===== src/envelope_point_thinner_core_macros.svh =====
// ----------------------------------------------------------------------------
// envelope_point_thinner_core_macros.svh
// Assertion macros shared by the envelope point thinner RTL.
// ----------------------------------------------------------------------------
`ifndef ENVELOPE_POINT_THINNER_CORE_MACROS_SVH
`define ENVELOPE_POINT_THINNER_CORE_MACROS_SVH

// Implication checked on every clock edge outside reset
`define EPT_ASSERT_CLK(lbl, prop, msg) \
  lbl: assert property (@(posedge clk) disable iff (!rst_n) prop) else $error(msg);

// Condition in one cycle implies a condition in the next
`define EPT_ASSERT_NEXT(lbl, pre, post, msg) \
  lbl: assert property (@(posedge clk) disable iff (!rst_n) (pre) |=> (post)) else $error(msg);

`endif


===== src/ept_pkg.sv =====
// ----------------------------------------------------------------------------
// ept_pkg
// Shared types and constants of the envelope point thinner.
// ----------------------------------------------------------------------------
package ept_pkg;

  // Default field widths
  localparam int TICK_BITS_DEF   = 32;
  localparam int VALUE_BITS_DEF  = 16;

  // Deviation threshold register
  localparam int              THRESH_BITS  = 16;
  localparam logic [15:0]     THRESH_RESET = 16'd131;

  // Width of the tick slice fed to the multiplier per step
  localparam int MUL_CHUNK = 32;

  // Command queue depth between front and back
  localparam int QUEUE_DEPTH_DEF = 2;

  // Classification of an accepted point
  typedef struct packed {
    logic has_anchor;  // a stream is open
    logic has_held;    // a middle point is waiting for this successor
    logic last;        // final point of the stream
  } cmd_flags_t;

  // Back-end sequencer
  typedef enum logic [2:0] {
    ST_IDLE,
    ST_FIRST,
    ST_SETUP,
    ST_MUL,
    ST_ACC,
    ST_CMP,
    ST_KEEP,
    ST_FINISH
  } state_t;

  // Which product the multiplier is working on
  typedef enum logic [1:0] {
    PROD_A,    // (p.v - k.v) * span
    PROD_B,    // (n.v - k.v) * dt
    PROD_LIM   // threshold * span
  } prod_sel_t;

endpackage


===== src/ept_front.sv =====
// ----------------------------------------------------------------------------
// ept_front
// Accepts points and tags each with its place in the stream.
// ----------------------------------------------------------------------------
module ept_front
  import ept_pkg::*;
#(
  parameter int TICK_BITS  = TICK_BITS_DEF,
  parameter int VALUE_BITS = VALUE_BITS_DEF
) (
  input  logic                  clk,
  input  logic                  rst_n,
  input  logic                  in_valid,
  output logic                  in_ready,
  input  logic [TICK_BITS-1:0]  in_tick,
  input  logic [VALUE_BITS-1:0] in_value,
  input  logic                  in_last,
  input  logic                  q_ready,
  output logic                  q_push,
  output logic [TICK_BITS-1:0]  q_tick,
  output logic [VALUE_BITS-1:0] q_value,
  output cmd_flags_t            q_flags
);

  logic open_r, open_nxt;
  logic held_r, held_nxt;

  assign in_ready = q_ready;
  assign q_push   = in_valid & q_ready;
  assign q_tick   = in_tick;
  assign q_value  = in_value;

  always_comb begin
    q_flags.has_anchor = open_r;
    q_flags.has_held   = held_r;
    q_flags.last       = in_last;
  end

  // Stream tracking: open after a first point, holding after a middle point
  always_comb begin
    open_nxt = open_r;
    held_nxt = held_r;
    if (q_push) begin
      if (!open_r) begin
        open_nxt = !in_last;
        held_nxt = 1'b0;
      end else if (in_last) begin
        open_nxt = 1'b0;
        held_nxt = 1'b0;
      end else begin
        held_nxt = 1'b1;
      end
    end
  end

  always_ff @(posedge clk) begin
    if (!rst_n) begin
      open_r <= 1'b0;
      held_r <= 1'b0;
    end else begin
      open_r <= open_nxt;
      held_r <= held_nxt;
    end
  end

endmodule


===== src/ept_cmd_fifo.sv =====
// ----------------------------------------------------------------------------
// ept_cmd_fifo
// Short command queue decoupling the front from the back end.
// ----------------------------------------------------------------------------
`include "envelope_point_thinner_core_macros.svh"

module ept_cmd_fifo
  import ept_pkg::*;
#(
  parameter int DATA_W = 51,
  parameter int DEPTH  = QUEUE_DEPTH_DEF
) (
  input  logic              clk,
  input  logic              rst_n,
  input  logic              push,
  input  logic [DATA_W-1:0] push_data,
  output logic              ready,
  input  logic              pop,
  output logic              valid,
  output logic [DATA_W-1:0] pop_data
);

  localparam int PTR_W = (DEPTH > 1) ? $clog2(DEPTH) : 1;
  localparam int CNT_W = $clog2(DEPTH + 1);

  logic [DATA_W-1:0] mem [DEPTH];
  logic [PTR_W-1:0]  wr_ptr_r, wr_ptr_nxt;
  logic [PTR_W-1:0]  rd_ptr_r, rd_ptr_nxt;
  logic [CNT_W-1:0]  count_r, count_nxt;

  assign ready    = (count_r != CNT_W'(DEPTH));
  assign valid    = (count_r != '0);
  assign pop_data = mem[rd_ptr_r];

  // Pointer and fill count
  always_comb begin
    wr_ptr_nxt = wr_ptr_r;
    rd_ptr_nxt = rd_ptr_r;
    count_nxt  = count_r;
    if (push) begin
      wr_ptr_nxt = (wr_ptr_r == PTR_W'(DEPTH - 1)) ? '0 : wr_ptr_r + 1'b1;
    end
    if (pop) begin
      rd_ptr_nxt = (rd_ptr_r == PTR_W'(DEPTH - 1)) ? '0 : rd_ptr_r + 1'b1;
    end
    if (push && !pop) begin
      count_nxt = count_r + 1'b1;
    end else if (pop && !push) begin
      count_nxt = count_r - 1'b1;
    end
  end

  always_ff @(posedge clk) begin
    if (!rst_n) begin
      wr_ptr_r <= '0;
      rd_ptr_r <= '0;
      count_r  <= '0;
    end else begin
      wr_ptr_r <= wr_ptr_nxt;
      rd_ptr_r <= rd_ptr_nxt;
      count_r  <= count_nxt;
    end
  end

  // Storage
  always_ff @(posedge clk) begin
    if (push) begin
      mem[wr_ptr_r] <= push_data;
    end
  end

  `EPT_ASSERT_CLK(a_no_overflow, push |-> (count_r != CNT_W'(DEPTH)), "queue push while full")
  `EPT_ASSERT_CLK(a_no_underflow, pop |-> (count_r != '0), "queue pop while empty")
  `EPT_ASSERT_NEXT(a_count_step, push && !pop, count_r == $past(count_r) + 1'b1, "fill count lost")

endmodule


===== src/ept_back.sv =====
// ----------------------------------------------------------------------------
// ept_back
// Chord deviation test, anchor/held state and result output register.
// ----------------------------------------------------------------------------
`include "envelope_point_thinner_core_macros.svh"

module ept_back
  import ept_pkg::*;
#(
  parameter int TICK_BITS  = TICK_BITS_DEF,
  parameter int VALUE_BITS = VALUE_BITS_DEF
) (
  input  logic                   clk,
  input  logic                   rst_n,
  input  logic                   q_valid,
  output logic                   q_pop,
  input  logic [TICK_BITS-1:0]   q_tick,
  input  logic [VALUE_BITS-1:0]  q_value,
  input  cmd_flags_t             q_flags,
  input  logic [THRESH_BITS-1:0] thresh,
  output logic                   out_valid,
  input  logic                   out_ready,
  output logic [TICK_BITS-1:0]   out_tick,
  output logic [VALUE_BITS-1:0]  out_value,
  output logic                   out_last
);

  localparam int MW    = (VALUE_BITS > THRESH_BITS) ? VALUE_BITS : THRESH_BITS;
  localparam int NCH   = (TICK_BITS + MUL_CHUNK - 1) / MUL_CHUNK;
  localparam int PW    = NCH * MUL_CHUNK;
  localparam int CW    = (NCH > 1) ? $clog2(NCH) : 1;
  localparam int PRW   = MW + MUL_CHUNK;
  localparam int DW    = MW + PW + 2;

  state_t                state_r, state_nxt;
  logic [TICK_BITS-1:0]  cmd_tick_r, cmd_tick_nxt;
  logic [VALUE_BITS-1:0] cmd_value_r, cmd_value_nxt;
  cmd_flags_t            cmd_flags_r, cmd_flags_nxt;
  logic [TICK_BITS-1:0]  anchor_tick_r, anchor_tick_nxt;
  logic [VALUE_BITS-1:0] anchor_value_r, anchor_value_nxt;
  logic [TICK_BITS-1:0]  held_tick_r, held_tick_nxt;
  logic [VALUE_BITS-1:0] held_value_r, held_value_nxt;
  logic [PW-1:0]         span_r, span_nxt;
  logic [PW-1:0]         dt_r, dt_nxt;
  logic [MW-1:0]         pv_r, pv_nxt;
  logic [MW-1:0]         vv_r, vv_nxt;
  logic                  pn_r, pn_nxt;
  logic                  bsub_r, bsub_nxt;
  prod_sel_t             psel_r, psel_nxt;
  logic [CW-1:0]         chunk_r, chunk_nxt;
  logic [PRW-1:0]        prod_r, prod_nxt;
  logic [DW-1:0]         d_acc_r, d_acc_nxt;
  logic [DW-1:0]         lim_acc_r, lim_acc_nxt;
  logic                  keep_r, keep_nxt;
  logic                  out_valid_r, out_valid_nxt;
  logic [TICK_BITS-1:0]  out_tick_r, out_tick_nxt;
  logic [VALUE_BITS-1:0] out_value_r, out_value_nxt;
  logic                  out_last_r, out_last_nxt;

  logic                  out_free;
  logic                  out_load;
  logic                  span_neg, dt_neg, pv_neg, vv_neg;
  logic [TICK_BITS-1:0]  span_mag, dt_mag;
  logic [VALUE_BITS-1:0] pv_mag, vv_mag, vdiff;
  logic [MW-1:0]         mul_a;
  logic [PW-1:0]         mul_t;
  logic [MUL_CHUNK-1:0]  chunk_val;
  logic [DW-1:0]         addend;
  logic [DW-1:0]         d_abs;

  assign out_valid = out_valid_r;
  assign out_tick  = out_tick_r;
  assign out_value = out_value_r;
  assign out_last  = out_last_r;
  assign out_free  = !out_valid_r || out_ready;

  // Signed differences against the anchor, as sign and magnitude, and the held-to-successor value distance
  always_comb begin
    span_neg = cmd_tick_r < anchor_tick_r;
    span_mag = span_neg ? anchor_tick_r - cmd_tick_r : cmd_tick_r - anchor_tick_r;
    dt_neg   = held_tick_r < anchor_tick_r;
    dt_mag   = dt_neg ? anchor_tick_r - held_tick_r : held_tick_r - anchor_tick_r;
    pv_neg   = held_value_r < anchor_value_r;
    pv_mag   = pv_neg ? anchor_value_r - held_value_r : held_value_r - anchor_value_r;
    vv_neg   = cmd_value_r < anchor_value_r;
    vv_mag   = vv_neg ? anchor_value_r - cmd_value_r : cmd_value_r - anchor_value_r;
    vdiff    = (held_value_r > cmd_value_r) ? held_value_r - cmd_value_r
                                            : cmd_value_r - held_value_r;
  end

  // Multiplier operand selection: one tick slice per step
  always_comb begin
    case (psel_r)
      PROD_A: begin
        mul_a = pv_r;
        mul_t = span_r;
      end
      PROD_B: begin
        mul_a = vv_r;
        mul_t = dt_r;
      end
      PROD_LIM: begin
        mul_a = MW'(thresh);
        mul_t = span_r;
      end
      default: begin
        mul_a = '0;
        mul_t = '0;
      end
    endcase
    chunk_val = mul_t[chunk_r * MUL_CHUNK +: MUL_CHUNK];
    addend    = DW'(prod_r) << (chunk_r * MUL_CHUNK);
    d_abs     = d_acc_r[DW-1] ? (~d_acc_r + 1'b1) : d_acc_r;
  end

  // Sequencer
  always_comb begin
    state_nxt        = state_r;
    cmd_tick_nxt     = cmd_tick_r;
    cmd_value_nxt    = cmd_value_r;
    cmd_flags_nxt    = cmd_flags_r;
    anchor_tick_nxt  = anchor_tick_r;
    anchor_value_nxt = anchor_value_r;
    held_tick_nxt    = held_tick_r;
    held_value_nxt   = held_value_r;
    span_nxt         = span_r;
    dt_nxt           = dt_r;
    pv_nxt           = pv_r;
    vv_nxt           = vv_r;
    pn_nxt           = pn_r;
    bsub_nxt         = bsub_r;
    psel_nxt         = psel_r;
    chunk_nxt        = chunk_r;
    prod_nxt         = prod_r;
    d_acc_nxt        = d_acc_r;
    lim_acc_nxt      = lim_acc_r;
    keep_nxt         = keep_r;
    out_tick_nxt     = out_tick_r;
    out_value_nxt    = out_value_r;
    out_last_nxt     = out_last_r;
    out_load         = 1'b0;
    q_pop            = 1'b0;

    case (state_r)
      ST_IDLE: begin
        if (q_valid) begin
          q_pop         = 1'b1;
          cmd_tick_nxt  = q_tick;
          cmd_value_nxt = q_value;
          cmd_flags_nxt = q_flags;
          if (!q_flags.has_anchor) begin
            state_nxt = ST_FIRST;
          end else if (q_flags.has_held) begin
            state_nxt = ST_SETUP;
          end else begin
            state_nxt = ST_FINISH;
          end
        end
      end

      // First point of a stream passes and, unless it is also last, opens the anchor
      ST_FIRST: begin
        if (out_free) begin
          out_load      = 1'b1;
          out_tick_nxt  = cmd_tick_r;
          out_value_nxt = cmd_value_r;
          out_last_nxt  = cmd_flags_r.last;
          if (!cmd_flags_r.last) begin
            anchor_tick_nxt  = cmd_tick_r;
            anchor_value_nxt = cmd_value_r;
          end
          state_nxt = ST_IDLE;
        end
      end

      // Zero or negative span takes the plain value test
      ST_SETUP: begin
        if (span_neg || (span_mag == '0)) begin
          keep_nxt  = MW'(vdiff) > MW'(thresh);
          state_nxt = ST_KEEP;
        end else begin
          span_nxt    = PW'(span_mag);
          dt_nxt      = PW'(dt_mag);
          pv_nxt      = MW'(pv_mag);
          vv_nxt      = MW'(vv_mag);
          pn_nxt      = pv_neg;
          bsub_nxt    = (vv_neg == dt_neg);
          psel_nxt    = PROD_A;
          chunk_nxt   = '0;
          d_acc_nxt   = '0;
          lim_acc_nxt = '0;
          state_nxt   = ST_MUL;
        end
      end

      ST_MUL: begin
        prod_nxt  = PRW'(mul_a) * PRW'(chunk_val);
        state_nxt = ST_ACC;
      end

      // Fold the partial product in at its slice position
      ST_ACC: begin
        case (psel_r)
          PROD_A:   d_acc_nxt = pn_r ? d_acc_r - addend : d_acc_r + addend;
          PROD_B:   d_acc_nxt = bsub_r ? d_acc_r - addend : d_acc_r + addend;
          PROD_LIM: lim_acc_nxt = lim_acc_r + addend;
          default:  d_acc_nxt = d_acc_r;
        endcase
        state_nxt = ST_MUL;
        if (chunk_r == CW'(NCH - 1)) begin
          chunk_nxt = '0;
          case (psel_r)
            PROD_A:   psel_nxt = PROD_B;
            PROD_B:   psel_nxt = PROD_LIM;
            default:  state_nxt = ST_CMP;
          endcase
        end else begin
          chunk_nxt = chunk_r + 1'b1;
        end
      end

      ST_CMP: begin
        keep_nxt  = d_abs > lim_acc_r;
        state_nxt = ST_KEEP;
      end

      // A kept held point is emitted and becomes the anchor
      ST_KEEP: begin
        if (!keep_r) begin
          state_nxt = ST_FINISH;
        end else if (out_free) begin
          out_load         = 1'b1;
          out_tick_nxt     = held_tick_r;
          out_value_nxt    = held_value_r;
          out_last_nxt     = 1'b0;
          anchor_tick_nxt  = held_tick_r;
          anchor_value_nxt = held_value_r;
          state_nxt        = ST_FINISH;
        end
      end

      // End point is emitted; a middle point is held
      ST_FINISH: begin
        if (!cmd_flags_r.last) begin
          held_tick_nxt  = cmd_tick_r;
          held_value_nxt = cmd_value_r;
          state_nxt      = ST_IDLE;
        end else if (out_free) begin
          out_load      = 1'b1;
          out_tick_nxt  = cmd_tick_r;
          out_value_nxt = cmd_value_r;
          out_last_nxt  = 1'b1;
          state_nxt     = ST_IDLE;
        end
      end

      default: state_nxt = ST_IDLE;
    endcase
  end

  // Output register valid
  always_comb begin
    if (out_load) begin
      out_valid_nxt = 1'b1;
    end else if (out_ready) begin
      out_valid_nxt = 1'b0;
    end else begin
      out_valid_nxt = out_valid_r;
    end
  end

  always_ff @(posedge clk) begin
    if (!rst_n) begin
      state_r     <= ST_IDLE;
      out_valid_r <= 1'b0;
    end else begin
      state_r     <= state_nxt;
      out_valid_r <= out_valid_nxt;
    end
  end

  // Payload and datapath registers
  always_ff @(posedge clk) begin
    cmd_tick_r     <= cmd_tick_nxt;
    cmd_value_r    <= cmd_value_nxt;
    cmd_flags_r    <= cmd_flags_nxt;
    anchor_tick_r  <= anchor_tick_nxt;
    anchor_value_r <= anchor_value_nxt;
    held_tick_r    <= held_tick_nxt;
    held_value_r   <= held_value_nxt;
    span_r         <= span_nxt;
    dt_r           <= dt_nxt;
    pv_r           <= pv_nxt;
    vv_r           <= vv_nxt;
    pn_r           <= pn_nxt;
    bsub_r         <= bsub_nxt;
    psel_r         <= psel_nxt;
    chunk_r        <= chunk_nxt;
    prod_r         <= prod_nxt;
    d_acc_r        <= d_acc_nxt;
    lim_acc_r      <= lim_acc_nxt;
    keep_r         <= keep_nxt;
    out_tick_r     <= out_tick_nxt;
    out_value_r    <= out_value_nxt;
    out_last_r     <= out_last_nxt;
  end

  `EPT_ASSERT_CLK(a_pop_idle, q_pop |-> (state_r == ST_IDLE), "command taken while busy")
  `EPT_ASSERT_CLK(a_no_clobber, (out_load && out_valid_r) |-> out_ready, "result overwritten")
  `EPT_ASSERT_NEXT(a_cmp_keep, state_r == ST_CMP, state_r == ST_KEEP, "compare not followed by decision")
  `EPT_ASSERT_NEXT(a_anchor_moves, (state_r == ST_KEEP) && keep_r && out_free, anchor_tick_r == $past(held_tick_r), "anchor not moved to kept point")

endmodule


===== src/envelope_point_thinner_core.sv =====
// ----------------------------------------------------------------------------
// envelope_point_thinner_core
// Greedy thinning of an automation point stream against a chord deviation.
// ----------------------------------------------------------------------------
// Points enter on in_*, one transaction each; kept points leave on out_*.
// The first and last point of each stream always pass; a middle point is held
// until its successor arrives and is kept only if it deviates from the chord
// (last kept point to successor) by more than the threshold on cfg_*. The
// front classifies points into a two-entry command queue; the back end runs
// one command at a time. A held point with zero or negative span takes a plain
// value test against its successor; otherwise the test runs three products
// through one MUL_CHUNK-wide multiplier, a multiply and an accumulate step
// per 32-bit tick slice. The back end also stalls while out_tready holds back
// a pending result.
module envelope_point_thinner_core
  import ept_pkg::*;
#(
  parameter int TICK_BITS   = TICK_BITS_DEF,
  parameter int VALUE_BITS  = VALUE_BITS_DEF,
  parameter int QUEUE_DEPTH = QUEUE_DEPTH_DEF
) (
  input  logic                                               clk,
  input  logic                                               rst_n,
  // tdata, from bit 0: point_tick, point_value, zero fill
  input  logic [((TICK_BITS + VALUE_BITS + 7) / 8) * 8 - 1:0] in_tdata,
  input  logic                                               in_tvalid,
  output logic                                               in_tready,
  input  logic                                               in_tlast,   // stream_end
  // tdata, from bit 0: kept_tick, kept_value, zero fill
  output logic [((TICK_BITS + VALUE_BITS + 7) / 8) * 8 - 1:0] out_tdata,
  output logic                                               out_tvalid,
  input  logic                                               out_tready,
  output logic                                               out_tlast,  // run_last
  input  logic [THRESH_BITS-1:0]                             cfg_data,   // deviation_threshold
  input  logic                                               cfg_valid,
  output logic                                               cfg_ready
);

  localparam int DATA_W = ((TICK_BITS + VALUE_BITS + 7) / 8) * 8;
  localparam int FLG_W  = $bits(cmd_flags_t);
  localparam int Q_W    = TICK_BITS + VALUE_BITS + FLG_W;

  logic [THRESH_BITS-1:0] thresh_r, thresh_nxt;
  logic                   f_push, q_ready, q_valid, q_pop;
  logic [TICK_BITS-1:0]   f_tick, b_tick, o_tick;
  logic [VALUE_BITS-1:0]  f_value, b_value, o_value;
  cmd_flags_t             f_flags, b_flags;
  logic [Q_W-1:0]         q_wdata, q_rdata;

  // Threshold register, writable at any time
  assign cfg_ready  = 1'b1;
  assign thresh_nxt = (cfg_valid && cfg_ready) ? cfg_data : thresh_r;

  always_ff @(posedge clk) begin
    if (!rst_n) begin
      thresh_r <= THRESH_RESET;
    end else begin
      thresh_r <= thresh_nxt;
    end
  end

  ept_front #(
    .TICK_BITS  (TICK_BITS),
    .VALUE_BITS (VALUE_BITS)
  ) u_front (
    .clk      (clk),
    .rst_n    (rst_n),
    .in_valid (in_tvalid),
    .in_ready (in_tready),
    .in_tick  (in_tdata[TICK_BITS-1:0]),
    .in_value (in_tdata[TICK_BITS +: VALUE_BITS]),
    .in_last  (in_tlast),
    .q_ready  (q_ready),
    .q_push   (f_push),
    .q_tick   (f_tick),
    .q_value  (f_value),
    .q_flags  (f_flags)
  );

  // Command packing across the queue
  assign q_wdata = {f_tick, f_value, f_flags};
  assign b_tick  = q_rdata[Q_W-1 -: TICK_BITS];
  assign b_value = q_rdata[FLG_W +: VALUE_BITS];
  assign b_flags = cmd_flags_t'(q_rdata[FLG_W-1:0]);

  ept_cmd_fifo #(
    .DATA_W (Q_W),
    .DEPTH  (QUEUE_DEPTH)
  ) u_queue (
    .clk       (clk),
    .rst_n     (rst_n),
    .push      (f_push),
    .push_data (q_wdata),
    .ready     (q_ready),
    .pop       (q_pop),
    .valid     (q_valid),
    .pop_data  (q_rdata)
  );

  ept_back #(
    .TICK_BITS  (TICK_BITS),
    .VALUE_BITS (VALUE_BITS)
  ) u_back (
    .clk       (clk),
    .rst_n     (rst_n),
    .q_valid   (q_valid),
    .q_pop     (q_pop),
    .q_tick    (b_tick),
    .q_value   (b_value),
    .q_flags   (b_flags),
    .thresh    (thresh_r),
    .out_valid (out_tvalid),
    .out_ready (out_tready),
    .out_tick  (o_tick),
    .out_value (o_value),
    .out_last  (out_tlast)
  );

  assign out_tdata = DATA_W'({o_value, o_tick});

endmodule

===== config.mk =====
export PLATFORM = sky130hd
export DESIGN_NAME = envelope_point_thinner_core
export DESIGN_NICKNAME = d
export VERILOG_FILES = /design/src/ept_pkg.sv /design/src/ept_front.sv /design/src/ept_cmd_fifo.sv /design/src/ept_back.sv /design/src/envelope_point_thinner_core.sv
export VERILOG_INCLUDE_DIRS = /design/src /design/src/src
export SDC_FILE = /design/constraint.sdc
export NUM_CORES = 2
export LEC_CHECK = 0
export ABC_CLOCK_PERIOD_IN_PS = 7640
export BUFFER_PORTS_ARGS = -buffer_cell sky130_fd_sc_hd__buf_2
export CAP_MARGIN = 20
export CORE_MARGIN = 1.5
export CORE_UTILIZATION = 32
export CTS_CLUSTER_DIAMETER = 40
export CTS_CLUSTER_SIZE = 25
export DETAILED_ROUTE_END_ITERATION = 8
export GPL_TIMING_DRIVEN = 0
export SYNTH_ARGS = -nofsm -noshare
export SYNTH_HDL_FRONTEND = slang
export SYNTH_SLANG_ARGS = --single-unit

===== constraint.sdc =====
create_clock -name clk -period 7.64 [get_ports clk]
set_clock_uncertainty 0.1 [all_clocks]
set_input_delay 0.764 -clock clk [delete_from_list [all_inputs] [get_ports clk]]
set_output_delay 0.764 -clock clk [all_outputs]
set_load 0.03 [all_outputs]

==> flow_summary.json <==
{
  "run_status": "complete, but fails checks",
  "failing_checks": "setup timing",
  "path_clk_slew_ns": 0.06,
  "hold_path_class": "in -> reg",
  "core_box_area_sq_um": 179000,
  "die_area_sq_um": 183000,
  "via_count": 47500,
  "avgViaCountPerCell": 5.25,
  "critical_path.max_fanout": 7,
  "fraction_of_layout_cells_with_a_size_suffix_above_1_pct": 11.9,
  "cp-start-kind": "flip-flop",
  "type_of_the_worst_setup_path": "reg -> reg",
  "cts_sinks": 572,
  "floorplan.initialDensity_pct": 32.3,
  "synth.net_count": 7306,
  "number_of_buffers_inserted_during_clock_tree_synthesis": 101,
  "async_flop_share_pct": 0,
  "synthMostInstantiatedCell": "sky130_fd_sc_hd__inv_1",
  "ys_seq_elements": 572,
  "grt_pass1_wl_microns": 289000,
  "timing.max_cap.violations": 0,
  "pin_count_of_the_biggest_net_entering_global_routing": 38,
  "min_period_ns": 7.92,
  "report.final.hold_viol_count": 0,
  "dieWidth_microns": 428,
  "syn_to_final_growth_pct": 18.0,
  "ant_nets": 0,
  "rows": 155,
  "cell_count_of_the_worst_reg_to_reg_path": 30,
  "post_route_hold_slack_ns": 0.0710,
  "final_setup_margin_ns": -0.285,
  "grt_pass1_vias": 47800,
  "distinct_cells_synth": 88,
  "hold_path.startpoint": "in_tdata[34]",
  "critical_path_required_ns": 8.00,
  "synthesis.area_per_instance_sq_um": 9.22,
  "crit_path_top_delay_cell": "sky130_fd_sc_hd__fa_1",
  "tritoncts": "done",
  "final_area_sq_um": 68100,
  "initial_antenna_violation_count": 0,
  "timing.reg2reg.setup_slack_ns": -0.28,
  "max_slew_margin_pct": 13.3,
  "die_height_microns": 428,
  "synth_area_leader_cell": "sky130_fd_sc_hd__edfxtp_1",
  "synth_cells": 6254,
  "timing.final.max_slew_violations": 0,
  "post_synth_main_area_contributors": "sky130_fd_sc_hd__edfxtp_1, sky130_fd_sc_hd__fa_1, sky130_fd_sc_hd__ha_1",
  "post_synth_most_frequent_cells": "sky130_fd_sc_hd__inv_1, sky130_fd_sc_hd__nand2_1, sky130_fd_sc_hd__ha_1",
  "cts_htree_levels": 3,
  "final_nets": 7664,
  "critical-path-max-stage-delay_ns": 0.58,
  "grt_overflow": 0,
  "max_slew.worst_pin.slew_ns": 1.30,
  "wl_final_microns": 191000,
  "synth_largest_type_area_fraction_pct": 28.4,
  "fmax_ghz": 0.126,
  "place_worst_setup_slack_ns": -2.39,
  "antennaDiodeCount": 0,
  "timing.critical_path.arrival_ns": 8.28,
  "endpoint": "u_back.prod_r[47]",
  "worstReg2RegEnd": "u_back.prod_r[47]",
  "drt_pre_antenna_iters": 6,
  "rsz_0062_raised_after_global_routing": "true",
  "max_root_sink_buffers": 3,
  "drt-wirelength-per-cell_microns": 21.1,
  "gp_routability_congestion": 0.965,
  "dpl_cell_area_sq_um": 61700,
  "ioPinCount": 122,
  "timing.final.crit_share_pct": 104,
  "yosys_warnings": 0,
  "synth.cell_area_sq_um": 57700,
  "drt_first_iter_violations": 3789,
  "crit_path_frequent_cell": "sky130_fd_sc_hd__fa_1",
  "clock_insertion_delay_worst_skew_ns": 0.78,
  "cts.root.buffer_cell": "sky130_fd_sc_hd__clkbuf_16",
  "grt_util_all_layers_pct": 20.6,
  "layout.core_utilization_pct": 38.1,
  "drcViolationCount": 0,
  "critical_path.reg2reg.startpoint": "u_back.psel_r[1]",
  "setup-violations-final": 8,
  "synth_flop_cell": "sky130_fd_sc_hd__edfxtp_1",
  "synth-seq-area-share_pct": 29.3,
  "end_kind": "flip-flop",
  "edff_count_synth": 545,
  "io_buffer_count": 119,
  "first_element_of_the_critical_path": "u_back.psel_r[1]",
  "hpwl_microns": 151000
}
-- flip-flops by register name, indices dropped and copies added, names as in the netlist, 32 cells and up, named ones only --
signal and cells:
u_back.held_tick_r 32, u_back.cmd_tick_r 32, u_back.prod_r 48, u_back.span_r 32, u_queue.mem 102, u_back.d_acc_r 50
u_back.anchor_tick_r 32, u_back.lim_acc_r 50, u_back.out_tick 32, u_back.dt_r 32
-- cell type report --
type                            instances  area [sq um]
Sequential cell                       572         16900
Clock inverter                         78          1000
Multi-Input combinational cell       4580         37800
Inverter                              848          3190
Buffer                                241          1570
Tap cell                             2355          2950
Clock buffer                          110          2560
Fill cell                           18000        111000
Timing Repair Buffer                  268          2100
-- stage by stage --
| stage | std cells | setup TNS [ns] |
|---|---|---|
| after floorplan | 6254 | -0.00501 |
| after global placement | 8728 | -426.19 |
| after detailed placement | 8752 | -45.24 |
| after CTS | 9003 | -2.19 |
| after global routing | 9052 | -3.54 |
| final | 9052 | -1.32 |
-- worst max-delay path: cells and delay by family, from the launching register on --
family                     cells  cell delay, ns
adders and majority gates      7            3.34
AOI/OAI and AO/OA              9            2.03
buffers and inverters         10            1.39
DFF                            1            0.39
and+or+nand+nor                3            0.28
xor gates and xnor gates       1            0.10
-- how the worst min path moves through the flow --
stage,cells after the start,slack (ns),endpoint
CTS,1,0.01,u_queue.mem[0][49]
global placement,0,0.34,u_queue.mem[0][1]
detailed placement,0,0.35,u_queue.mem[1][1]
floorplan,0,0.33,u_queue.mem[0][1]
global route,1,0.04,u_queue.mem[0][49]
finish,1,0.07,u_queue.mem[1][5]
-- logic make-up (layout without fill, tap and decap cells) --
kind of cell             Yosys count  in the layout  synth area share, %
other                              1              1              0.00650
flip-flops                       572            572                 29.3
AO/OA/AOI/OAI                   1505           1505                 16.7
AND/OR/NAND/NOR                 1690           1690                 13.3
multiplexers                     150            150                 2.73
XOR/XNOR                         252            252                 3.83
adder cells (fa/ha/maj)          982            982                 26.9
buffers and inverters           1102           1545                 7.20
-- layout by cell type (no fill, tap or decap), types with 57 or more instances in the layout --
master | synthesis | routed
sky130_fd_sc_hd__nor3_1 | 71 | 70
sky130_fd_sc_hd__nand4_1 | 61 | 61
sky130_fd_sc_hd__nor2b_1 | 75 | 75
sky130_fd_sc_hd__a21o_1 | 201 | 184
sky130_fd_sc_hd__buf_2 | 2 | 125
sky130_fd_sc_hd__ha_1 | 551 | 540
sky130_fd_sc_hd__o21ai_0 | 334 | 327
sky130_fd_sc_hd__inv_1 | 847 | 834
sky130_fd_sc_hd__clkbuf_1 | 228 | 164
sky130_fd_sc_hd__a21oi_1 | 425 | 398
sky130_fd_sc_hd__fa_1 | 431 | 411
sky130_fd_sc_hd__a211oi_1 | 68 | 67
sky130_fd_sc_hd__nand3_1 | 60 | 60
sky130_fd_sc_hd__mux2_2 | 58 | 58
sky130_fd_sc_hd__nand2_1 | 646 | 637
sky130_fd_sc_hd__nand2b_1 | 57 | 57
sky130_fd_sc_hd__nor2_1 | 497 | 472
sky130_fd_sc_hd__xor2_1 | 63 | 63
sky130_fd_sc_hd__clkbuf_16 | 0 | 113
sky130_fd_sc_hd__mux2i_1 | 92 | 79
sky130_fd_sc_hd__edfxtp_1 | 545 | 545
sky130_fd_sc_hd__buf_4 | 1 | 111
sky130_fd_sc_hd__xnor2_1 | 189 | 189
-- metal layers --
metal / global-route usage, % / vias up / wire [microns]
li1: - / 22300 / -
met1: 27.1 / 23200 / 83900
met2: 33.9 / 1651 / 87400
met3: 2.89 / 415 / 11000
met4: 8.62 / 0 / 9090
met5: 0 / - / 0
-- timing repair --
action                                  4_1_cts  5_1_grt
pin swaps                                    57       72
hold buffers                                  0        0
setup buffers                                74       48
endpoints found under the setup margin       33       16
gates resized for setup                     321      136
gates cloned                                  2        1
Power is left out: the tool's default activity adds up to more than one toggle a clock period on the data nets, which glitch-free logic cannot reach.
